**src/cbd_pkg.sv**
```systemverilog
`default_nettype none

package cbd_pkg;

    // Widths fixed by the stream format
    localparam int TOTAL_BITS       = 24;
    localparam int BYTE_BITS        = 8;
    localparam int COUNT_BITS_DEF   = 24;
    localparam int RADIX_BITS       = 4;    // hex digit, radix 16
    localparam logic [TOTAL_BITS-1:0] LIMIT_RESET = 24'd999999;

    // Characters
    localparam logic [7:0] CH_CR      = 8'h0D;
    localparam logic [7:0] CH_LF      = 8'h0A;
    localparam logic [7:0] CH_HT      = 8'h09;
    localparam logic [7:0] CH_SPACE   = 8'h20;
    localparam logic [7:0] CH_ZERO    = 8'h30;
    localparam logic [7:0] CH_NINE    = 8'h39;
    localparam logic [7:0] CH_LOWER_A = 8'h61;
    localparam logic [7:0] CH_LOWER_F = 8'h66;
    localparam logic [7:0] CH_UPPER_A = 8'h41;
    localparam logic [7:0] CH_UPPER_F = 8'h46;
    localparam logic [7:0] CH_LOWER_X = 8'h78;
    localparam logic [7:0] CH_UPPER_X = 8'h58;
    localparam logic [3:0] HEX_TEN    = 4'd10;

    typedef enum logic [1:0] {
        KIND_DATA  = 2'd0,
        KIND_DONE  = 2'd1,
        KIND_ERROR = 2'd2
    } kind_t;

    typedef enum logic [1:0] {
        PH_SIZE  = 2'd0,
        PH_DATA  = 2'd1,
        PH_TRAIL = 2'd2,
        PH_STOP  = 2'd3
    } phase_t;

    typedef enum logic [1:0] {
        PR_BEFORE = 2'd0,
        PR_ZERO   = 2'd1,
        PR_DIGITS = 2'd2,
        PR_ENDED  = 2'd3
    } progress_t;

    typedef struct packed {
        logic                 start_req;
        logic [BYTE_BITS-1:0] data_byte;
    } item_t;

    typedef struct packed {
        kind_t                 kind;
        logic [BYTE_BITS-1:0]  body_byte;
        logic [TOTAL_BITS-1:0] total_bytes;
    } result_t;

    typedef struct packed {
        logic       ok;
        logic [3:0] val;
    } hex_t;

    function automatic hex_t hex_value(input logic [7:0] c);
        hex_t h;
        h.ok  = 1'b0;
        h.val = 4'd0;
        if (c >= CH_ZERO && c <= CH_NINE) begin
            h.ok  = 1'b1;
            h.val = 4'(c - CH_ZERO);
        end else if (c >= CH_LOWER_A && c <= CH_LOWER_F) begin
            h.ok  = 1'b1;
            h.val = 4'(c - CH_LOWER_A) + HEX_TEN;
        end else if (c >= CH_UPPER_A && c <= CH_UPPER_F) begin
            h.ok  = 1'b1;
            h.val = 4'(c - CH_UPPER_A) + HEX_TEN;
        end
        return h;
    endfunction

    // space, HT, LF, VT, FF, CR
    function automatic logic is_blank(input logic [7:0] c);
        return (c == CH_SPACE) || (c >= CH_HT && c <= CH_CR);
    endfunction

endpackage

`default_nettype wire

```
**src/chunked_body_decoder.sv**
```systemverilog
`default_nettype none

// Chunked body decoder: takes an HTTP/1.1 chunked body one byte per transfer
// and delivers the decoded body bytes, then one done or error transfer.
// Each size line may start with blanks and an optional 0x; hex digits are
// taken up to the first non-hex byte (extensions are ignored) and the line
// ends at CR LF. A zero size ends the body (done, with the total); a size
// whose total would reach the size limit, or that overflows COUNT_BITS, is an
// error. The two bytes after each chunk's data are dropped unchecked. After
// done or error all bytes are ignored until a transfer with start_req set,
// which clears state and is itself the first byte of a new body. Rate: one
// byte per clock sustained while m_tready is high; a full output register that
// is not taken stalls the input. A byte's result passes from the input register
// through the combinational decode into the output register. The per-byte state
// update is combinational, which sets this rate. The size limit is written over
// the cfg channel, which is always ready; write it only while the block is idle.
module chunked_body_decoder #(
    parameter int COUNT_BITS = cbd_pkg::COUNT_BITS_DEF
) (
    input  wire logic        aclk,
    input  wire logic        aresetn,

    input  wire logic        s_tvalid,
    output logic             s_tready,
    input  wire logic [7:0]  s_tdata,   // [7:0] data_byte
    input  wire logic [0:0]  s_tuser,   // [0] start_req

    output logic             m_tvalid,
    input  wire logic        m_tready,
    output logic [31:0]      m_tdata,   // [7:0] body_byte, [31:8] total_bytes
    output logic [1:0]       m_tuser,   // [1:0] kind

    input  wire logic        cfg_valid,
    output logic             cfg_ready,
    input  wire logic [23:0] cfg_data   // size limit
);

    cbd_pkg::item_t   in_item;
    cbd_pkg::item_t   item;
    cbd_pkg::result_t res;
    cbd_pkg::result_t out_res;
    logic             advance;
    logic             out_free;
    logic             res_valid;

    assign in_item.start_req = s_tuser[0];
    assign in_item.data_byte = s_tdata;

    // register is always writable
    assign cfg_ready = 1'b1;

    cbd_in_stage u_in (
        .aclk     (aclk),
        .aresetn  (aresetn),
        .in_valid (s_tvalid),
        .in_ready (s_tready),
        .in_item  (in_item),
        .out_free (out_free),
        .advance  (advance),
        .item     (item)
    );

    cbd_decode #(
        .COUNT_BITS (COUNT_BITS)
    ) u_decode (
        .aclk         (aclk),
        .aresetn      (aresetn),
        .cfg_we       (cfg_valid && cfg_ready),
        .cfg_limit    (cfg_data),
        .item_valid   (advance),
        .item         (item),
        .res_valid    (res_valid),
        .res          (res)
    );

    cbd_out_stage u_out (
        .aclk      (aclk),
        .aresetn   (aresetn),
        .advance   (advance),
        .res_valid (res_valid),
        .res       (res),
        .out_free  (out_free),
        .out_valid (m_tvalid),
        .out_ready (m_tready),
        .out_res   (out_res)
    );

    assign m_tdata = {out_res.total_bytes, out_res.body_byte};
    assign m_tuser = out_res.kind;

endmodule

`default_nettype wire

```
**src/cbd_in_stage.sv**
```systemverilog
`default_nettype none

module cbd_in_stage (
    input  wire logic           aclk,
    input  wire logic           aresetn,
    input  wire logic           in_valid,
    output logic                in_ready,
    input  wire cbd_pkg::item_t in_item,
    input  wire logic           out_free,
    output logic                advance,
    output cbd_pkg::item_t      item
);

    logic           valid_reg;
    logic           valid_next;
    cbd_pkg::item_t item_reg;
    logic           load;

    assign advance  = valid_reg && out_free;
    assign in_ready = !valid_reg || out_free;
    assign load     = in_valid && in_ready;
    assign item     = item_reg;

    always_comb begin
        valid_next = valid_reg;
        if (load) begin
            valid_next = 1'b1;
        end else if (advance) begin
            valid_next = 1'b0;
        end
    end

    always_ff @(posedge aclk) begin
        if (!aresetn) begin
            valid_reg <= 1'b0;
        end else begin
            valid_reg <= valid_next;
        end
    end

    always_ff @(posedge aclk) begin
        if (load) begin
            item_reg <= in_item;
        end
    end

endmodule

`default_nettype wire

```
**src/cbd_decode.sv**
```systemverilog
`default_nettype none

module cbd_decode #(
    parameter int COUNT_BITS = cbd_pkg::COUNT_BITS_DEF
) (
    input  wire logic                             aclk,
    input  wire logic                             aresetn,
    input  wire logic                             cfg_we,
    input  wire logic [cbd_pkg::TOTAL_BITS-1:0]   cfg_limit,
    input  wire logic                             item_valid,
    input  wire cbd_pkg::item_t                   item,
    output logic                                  res_valid,
    output cbd_pkg::result_t                      res
);

    localparam int TB    = cbd_pkg::TOTAL_BITS;
    localparam int SUM_W = ((COUNT_BITS > TB) ? COUNT_BITS : TB) + 1;
    localparam int RB    = cbd_pkg::RADIX_BITS;

    logic [TB-1:0]          limit_reg;

    cbd_pkg::phase_t        phase_reg, phase_next, phase_cur;
    logic [COUNT_BITS-1:0]  acc_reg, acc_next, acc_cur;
    cbd_pkg::progress_t     prog_reg, prog_next, prog_cur;
    logic                   prev_cr_reg, prev_cr_next, prev_cr_cur;
    logic [COUNT_BITS-1:0]  left_reg, left_next, left_cur;
    logic [1:0]             trail_reg, trail_next, trail_cur;
    logic [TB-1:0]          total_reg, total_next, total_cur;
    logic                   ovf_reg, ovf_next, ovf_cur;

    always_comb begin
        logic [7:0]          c;
        cbd_pkg::hex_t       h;
        logic                take_digit;
        logic [SUM_W-1:0]    size_sum;
        logic [1:0]          trail_dec;

        c          = item.data_byte;
        h          = cbd_pkg::hex_value(c);
        take_digit = 1'b0;
        trail_dec  = 2'd0;

        // start_req clears everything but the size limit before the byte is used
        if (item.start_req) begin
            phase_cur   = cbd_pkg::PH_SIZE;
            acc_cur     = '0;
            prog_cur    = cbd_pkg::PR_BEFORE;
            prev_cr_cur = 1'b0;
            left_cur    = '0;
            trail_cur   = 2'd0;
            total_cur   = '0;
            ovf_cur     = 1'b0;
        end else begin
            phase_cur   = phase_reg;
            acc_cur     = acc_reg;
            prog_cur    = prog_reg;
            prev_cr_cur = prev_cr_reg;
            left_cur    = left_reg;
            trail_cur   = trail_reg;
            total_cur   = total_reg;
            ovf_cur     = ovf_reg;
        end

        size_sum = SUM_W'(total_cur) + SUM_W'(acc_cur);

        phase_next   = phase_cur;
        acc_next     = acc_cur;
        prog_next    = prog_cur;
        prev_cr_next = prev_cr_cur;
        left_next    = left_cur;
        trail_next   = trail_cur;
        total_next   = total_cur;
        ovf_next     = ovf_cur;

        res_valid       = 1'b0;
        res.kind        = cbd_pkg::KIND_DATA;
        res.body_byte   = '0;
        res.total_bytes = total_cur;

        unique case (phase_cur)
            cbd_pkg::PH_SIZE: begin
                if (c == cbd_pkg::CH_LF && prev_cr_cur) begin
                    // end of size line
                    res_valid = 1'b1;
                    priority if (ovf_cur) begin
                        phase_next = cbd_pkg::PH_STOP;
                        res.kind   = cbd_pkg::KIND_ERROR;
                    end else if (acc_cur == '0) begin
                        phase_next = cbd_pkg::PH_STOP;
                        res.kind   = cbd_pkg::KIND_DONE;
                    end else if (size_sum >= SUM_W'(limit_reg)) begin
                        phase_next = cbd_pkg::PH_STOP;
                        res.kind   = cbd_pkg::KIND_ERROR;
                    end else begin
                        res_valid  = 1'b0;
                        left_next  = acc_cur;
                        phase_next = cbd_pkg::PH_DATA;
                    end
                end else begin
                    prev_cr_next = (c == cbd_pkg::CH_CR);
                    unique case (prog_cur)
                        cbd_pkg::PR_BEFORE: begin
                            priority if (c == cbd_pkg::CH_ZERO) begin
                                prog_next = cbd_pkg::PR_ZERO;
                            end else if (h.ok) begin
                                take_digit = 1'b1;
                            end else if (!cbd_pkg::is_blank(c)) begin
                                prog_next = cbd_pkg::PR_ENDED;
                            end
                        end
                        cbd_pkg::PR_ZERO: begin
                            priority if (c == cbd_pkg::CH_LOWER_X ||
                                         c == cbd_pkg::CH_UPPER_X) begin
                                prog_next = cbd_pkg::PR_DIGITS;
                            end else if (h.ok) begin
                                take_digit = 1'b1;
                            end else begin
                                prog_next = cbd_pkg::PR_ENDED;
                            end
                        end
                        cbd_pkg::PR_DIGITS: begin
                            if (h.ok) begin
                                take_digit = 1'b1;
                            end else begin
                                prog_next = cbd_pkg::PR_ENDED;
                            end
                        end
                        default: begin
                            // extensions: ignored until line end
                        end
                    endcase
                    if (take_digit) begin
                        // shift in one nibble; bits shifted out mean overflow
                        ovf_next  = ovf_cur || (|acc_cur[COUNT_BITS-1 -: RB]);
                        acc_next  = {acc_cur[COUNT_BITS-RB-1:0], h.val};
                        prog_next = cbd_pkg::PR_DIGITS;
                    end
                end
            end
            cbd_pkg::PH_DATA: begin
                total_next = total_cur + TB'(1);
                left_next  = (left_cur != '0) ? left_cur - COUNT_BITS'(1) : '0;
                if (left_cur <= COUNT_BITS'(1)) begin
                    phase_next = cbd_pkg::PH_TRAIL;
                    trail_next = 2'd2;
                end
                res_valid       = 1'b1;
                res.kind        = cbd_pkg::KIND_DATA;
                res.body_byte   = c;
                res.total_bytes = total_next;
            end
            cbd_pkg::PH_TRAIL: begin
                trail_dec  = (trail_cur != 2'd0) ? trail_cur - 2'd1 : 2'd0;
                trail_next = trail_dec;
                if (trail_dec == 2'd0) begin
                    phase_next   = cbd_pkg::PH_SIZE;
                    acc_next     = '0;
                    prog_next    = cbd_pkg::PR_BEFORE;
                    prev_cr_next = 1'b0;
                    ovf_next     = 1'b0;
                end
            end
            default: begin
                // stopped after done or error
            end
        endcase
    end

    always_ff @(posedge aclk) begin
        if (!aresetn) begin
            limit_reg    <= cbd_pkg::LIMIT_RESET;
            phase_reg    <= cbd_pkg::PH_SIZE;
            acc_reg      <= '0;
            prog_reg     <= cbd_pkg::PR_BEFORE;
            prev_cr_reg  <= 1'b0;
            left_reg     <= '0;
            trail_reg    <= 2'd0;
            total_reg    <= '0;
            ovf_reg      <= 1'b0;
        end else begin
            if (cfg_we) begin
                limit_reg <= cfg_limit;
            end
            if (item_valid) begin
                phase_reg   <= phase_next;
                acc_reg     <= acc_next;
                prog_reg    <= prog_next;
                prev_cr_reg <= prev_cr_next;
                left_reg    <= left_next;
                trail_reg   <= trail_next;
                total_reg   <= total_next;
                ovf_reg     <= ovf_next;
            end
        end
    end

endmodule

`default_nettype wire

```
**src/cbd_out_stage.sv**
```systemverilog
`default_nettype none

module cbd_out_stage (
    input  wire logic             aclk,
    input  wire logic             aresetn,
    input  wire logic             advance,
    input  wire logic             res_valid,
    input  wire cbd_pkg::result_t res,
    output logic                  out_free,
    output logic                  out_valid,
    input  wire logic             out_ready,
    output cbd_pkg::result_t      out_res
);

    logic             valid_reg;
    logic             valid_next;
    cbd_pkg::result_t res_reg;

    assign out_free  = !valid_reg || out_ready;
    assign out_valid = valid_reg;
    assign out_res   = res_reg;

    always_comb begin
        valid_next = valid_reg;
        if (advance) begin
            valid_next = res_valid;
        end else if (out_ready) begin
            valid_next = 1'b0;
        end
    end

    always_ff @(posedge aclk) begin
        if (!aresetn) begin
            valid_reg <= 1'b0;
        end else begin
            valid_reg <= valid_next;
        end
    end

    always_ff @(posedge aclk) begin
        if (advance && res_valid) begin
            res_reg <= res;
        end
    end

endmodule

`default_nettype wire
```
**config.mk**
```make
export PLATFORM = sky130hd
export DESIGN_NAME = chunked_body_decoder
export DESIGN_NICKNAME = d
export VERILOG_FILES = /design/src/cbd_pkg.sv /design/src/chunked_body_decoder.sv /design/src/cbd_in_stage.sv /design/src/cbd_decode.sv /design/src/cbd_out_stage.sv
export SDC_FILE = /design/constraint.sdc
export NUM_CORES = 1
export LEC_CHECK = 0
export ABC_AREA = 1
export BUFFER_PORTS_ARGS = -buffer_cell sky130_fd_sc_hd__buf_4
export CORE_MARGIN = 2
export CORE_UTILIZATION = 56
export CTS_CLUSTER_SIZE = 28
export DETAILED_ROUTE_END_ITERATION = 7
export PLACE_DENSITY = 0.78
export SKIP_CTS_REPAIR_TIMING = 1
export SLEW_MARGIN = 30
export SYNTH_ARGS = -nofsm -noshare
export SYNTH_HDL_FRONTEND = slang
export SYNTH_SLANG_ARGS = --single-unit
```
**constraint.sdc**
```tcl
create_clock -name aclk -period 5.44 [get_ports aclk]
set_clock_uncertainty 0.2 [all_clocks]
set_input_delay 0.816 -clock aclk [delete_from_list [all_inputs] [get_ports aclk]]
set_output_delay 0.816 -clock aclk [all_outputs]
set_load 0.03 [all_outputs]
```
==> results by group <==
Placed design
  – Area of placed instances: 11120 µm²
  – Placer congestion estimate: 0.9678
  – Setup Slack @ Placement: 0.4177 ns
  – Hpwl dp: approximately 21000 µm
  – Port-buffer cells: between 70 and 80

Timing
  – Slew @ Worst Pin: between 0.9 and 1 ns
  – Hold Violations, Final: 0
  – Post-route setup slack: ~0.44 ns
  – Slew HR: around 36%
  – Fmax: 199.9 MHz
  – Max Slew Vio Count: 0
  – # setup viols final: 0
  – RSZ-0062 raised after global routing: false
  – Setup TNS: 0 ns
  – Min Tclk post-route: 5.002 ns
  – Final Cycle Share: 91.94%

Setup path
  – Crit path max fanout: 18
  – Crit path arrival time: 5.17 ns
  – Type of destination of the critical path: flop
  – Slowest CP cell: edfxtp_1
  – Delay-heaviest family, CP: simple AND/OR/NAND/NOR gates
  – Critical Path Source Type: flop
  – Reg-to-reg setup timing slack: 0.44 ns
  – WS Path Type: flop to flop
  – Required time of the critical path: 5.61 ns
  – Critical R2R Capture: u_decode.left_reg[0]
  – Max incr delay on CP: 0.47 ns
  – Most used cell, CP: nand2_1
  – Worst path buffer plus inverter count: 4
  – Register-to-Register Path Depth: 28
  – R2R Path Start: u_in.item[8]

Yosys
  – FF+latch count, synth: 149
  – Synth cell types: between 50 and 60
  – Top cells by area, synth: dfxtp_1, edfxtp_1, nand2_1, a21oi_1, inv_1
  – Asr flop ratio synth: 0%
  – Most common cell in the synthesized netlist: nand2_1
  – Mapped cell area: around 10000 µm²
  – Top-area cell type share of the netlist area: 20.23%
  – Most used DFF post-synth: dfxtp_1
  – Syn Area/Cell: 6.893 µm²
  – Post-synth top area cell: dfxtp_1
  – Yosys warnings: 0
  – Most common library cells after synthesis: nand2_1, inv_1, a21oi_1, o21ai_0, nor2_1
  – EDFF count, synth: 43
  – Cell count after synthesis: 1522
  – Synthesized Nets: 1615
  – Seq/Total Area, Yosys: between 30% and 40%

Clock network
  – CTS tree: yes
  – CTS clock-pin slew for the worst setup and hold paths: 0.06 ns
  – CTS sink count: 149
  – Cts bufs inserted: 17
  – Clk_lat worst skew: 0.43 ns
  – Max clock buf depth: 2
  – H-tree depth: 4
  – CTS Root Cell: clkbuf_16

Routing
  – Via Count: 10304
  – Post-DRT Antenna Nets: 0
  – DRT Wirelength: a little under 30000 µm
  – Starting DRT DRC Count: ~1200
  – WL/cell: 16.06 µm
  – Post-route DRC: 0
  – Avg Vias per Cell: 5.687
  – Initial DRT Pass Iterations: 8

Cells and area
  – Max FFs per register: 34
  – Final nets: 1658
  – Antenna diode count: 0
  – Share of cells above drive strength 1: about a tenth
  – Final instance area: approximately 12000 µm²
  – Area Overhead vs Synth: 11.87%

Run
  – Maxcap violations: 0

Power
  – Cell Pwr Density: 261.4 nW/µm²
  – Seq pwr share: 40.0%
  – Total power: ~3 mW
  – Clock share of power: roughly two fifths
  – Switch share: 30.90%
  – Switching Power: 0.9480 mW
  – Comb pwr share: 19.4%
  – Maximum VDD drop: roughly 0.21 mV
  – LEAKAGE: 5.791 nW
  – Internal power: 2.120 mW

Floorplanning
  – Total core area: 18520 µm²
  – # rows: 50
  – Die height: 140.9 µm
  – Total die area: 19850 µm²
  – Chip Width: 140.9 µm
  – Starting Density: 56.66%
  – I/O pin count: 75

Worst hold path
  – Hold path depth: 2
  – Hold Path Class: flop to flop
  – Hold Path Origin: u_decode.limit_reg[8]
  – Endpoint of the worst hold path: u_decode.limit_reg[8]

Status
  – Status: completed

Global routing
  – Number of global-route vias before repair: 9754
  – Grt ovf: 0
  – GRT Util Overall: 29.55%
  – First-pass GRT wire length: 47800 µm
  – Largest net degree at the start of global routing: 68
  – Initial antenna violation count: 0
[power groups by stage]
| stage | clock (mW) | combinational [mW] | sequential [mW] |
|---|---|---|---|
| 2_1_floorplan | 0 | 0.445 | 1.24 |
| 3_3_place_gp | 0 | 0.569 | 1.25 |
| 3_5_place_dp | 0 | 0.581 | 1.25 |
| 4_1_cts | 1.26 | 0.586 | 1.23 |
| 5_1_grt | 1.31 | 0.665 | 1.23 |
| 6_report | 1.25 | 0.596 | 1.23 |
[cell type report]
class                      count  area, µm²
clock buffer                  20      436.7
clock inverter                12      168.9
fill                        1667       6782
inverter                     229      864.6
multi-input combinational   1081       5899
sequential                   149       3413
tap                          234      292.8
timing repair buffer          87      660.6
[layer usage]
layer,wire length (µm),vias up,GRT usage [%],part of all wire (%)
li1,-,5132,-,-
met2,14040,434,51.32,48
met3,2297,74,4.755,7.9
met5,0,-,0,0
met1,11930,4664,37.32,41
met4,836,0,10.37,2.9
[worst register-to-register path: cells and delay by family (launching register included)]
| kind | cells | cell delay (ns) |
|---|---|---|
| flip-flops | 1 | 0.47 |
| AO/OA/AOI/OAI | 8 | 1.23 |
| adder cells (fa/ha/maj) | 2 | 0.66 |
| AND/OR/NAND/NOR | 13 | 1.33 |
| buffers and inverters | 4 | 0.76 |
| XOR/XNOR | 1 | 0.28 |
[cells in the final DEF, fill, tap and decap left out, types with 4 or more instances in the layout]
| cell type | netlist | layout |
|---|---|---|
| nand2_1 | 295 | 294 |
| inv_1 | 223 | 223 |
| a21oi_1 | 189 | 188 |
| o21ai_0 | 129 | 129 |
| nor2_1 | 128 | 125 |
| dfxtp_1 | 106 | 106 |
| buf_4 | 3 | 85 |
| nand3_1 | 70 | 70 |
| ha_1 | 54 | 54 |
| xor2_1 | 47 | 47 |
| edfxtp_1 | 43 | 43 |
| o211ai_1 | 26 | 26 |
| nand4_1 | 19 | 19 |
| clkbuf_16 | 0 | 17 |
| nand2_2 | 15 | 16 |
| nor3_1 | 15 | 15 |
| a31oi_1 | 14 | 14 |
| xnor2_1 | 11 | 11 |
| nor2_2 | 6 | 9 |
| nor4_1 | 9 | 9 |
| nor3_2 | 7 | 7 |
| o21ai_1 | 6 | 6 |
| a221oi_1 | 6 | 6 |
| a211oi_1 | 5 | 5 |
| inv_6 | 1 | 4 |
| nand3_2 | 4 | 4 |
| inv_2 | 4 | 4 |
| o221ai_1 | 4 | 4 |
[how the worst max path moves through the flow]
stage,end,start,cells after the start
finish,u_decode.left_reg[0],u_in.item[8],28
global route,u_decode.left_reg[0],u_in.item[8],29
CTS,u_out.out_res[5],u_in.item[8],27
detailed placement,u_out.out_res[23],u_in.item[8],27
global placement,u_out.out_res[5],u_in.item[8],27
floorplan,u_out.out_res[0],u_in.item[8],30
[metrics by stage]
step                      cells  utilization [%]  hold WS, ns
after floorplan            1522                -       0.2354
after global placement     1780            60.02       0.2522
after detailed placement   1780            60.03       0.2658
after CTS                  1812            63.30       0.2751
after global routing       1812            63.38       0.2986
final                      1812            63.38       0.2718
[logic make-up after synthesis]
| kind of cell | count (synthesis) | share of synthesized area, % |
|---|---|---|
| flops | 149 | 32.53 |
| simple gates | 579 | 24.51 |
| buf+inv | 292 | 11.37 |
| compound gates | 388 | 20.08 |
| other cells | 1 | 0.03574 |
| xor+xnor | 58 | 4.842 |
| fa+ha+maj | 55 | 6.631 |
No activity file was read; power rests on OpenSTA's default activity.
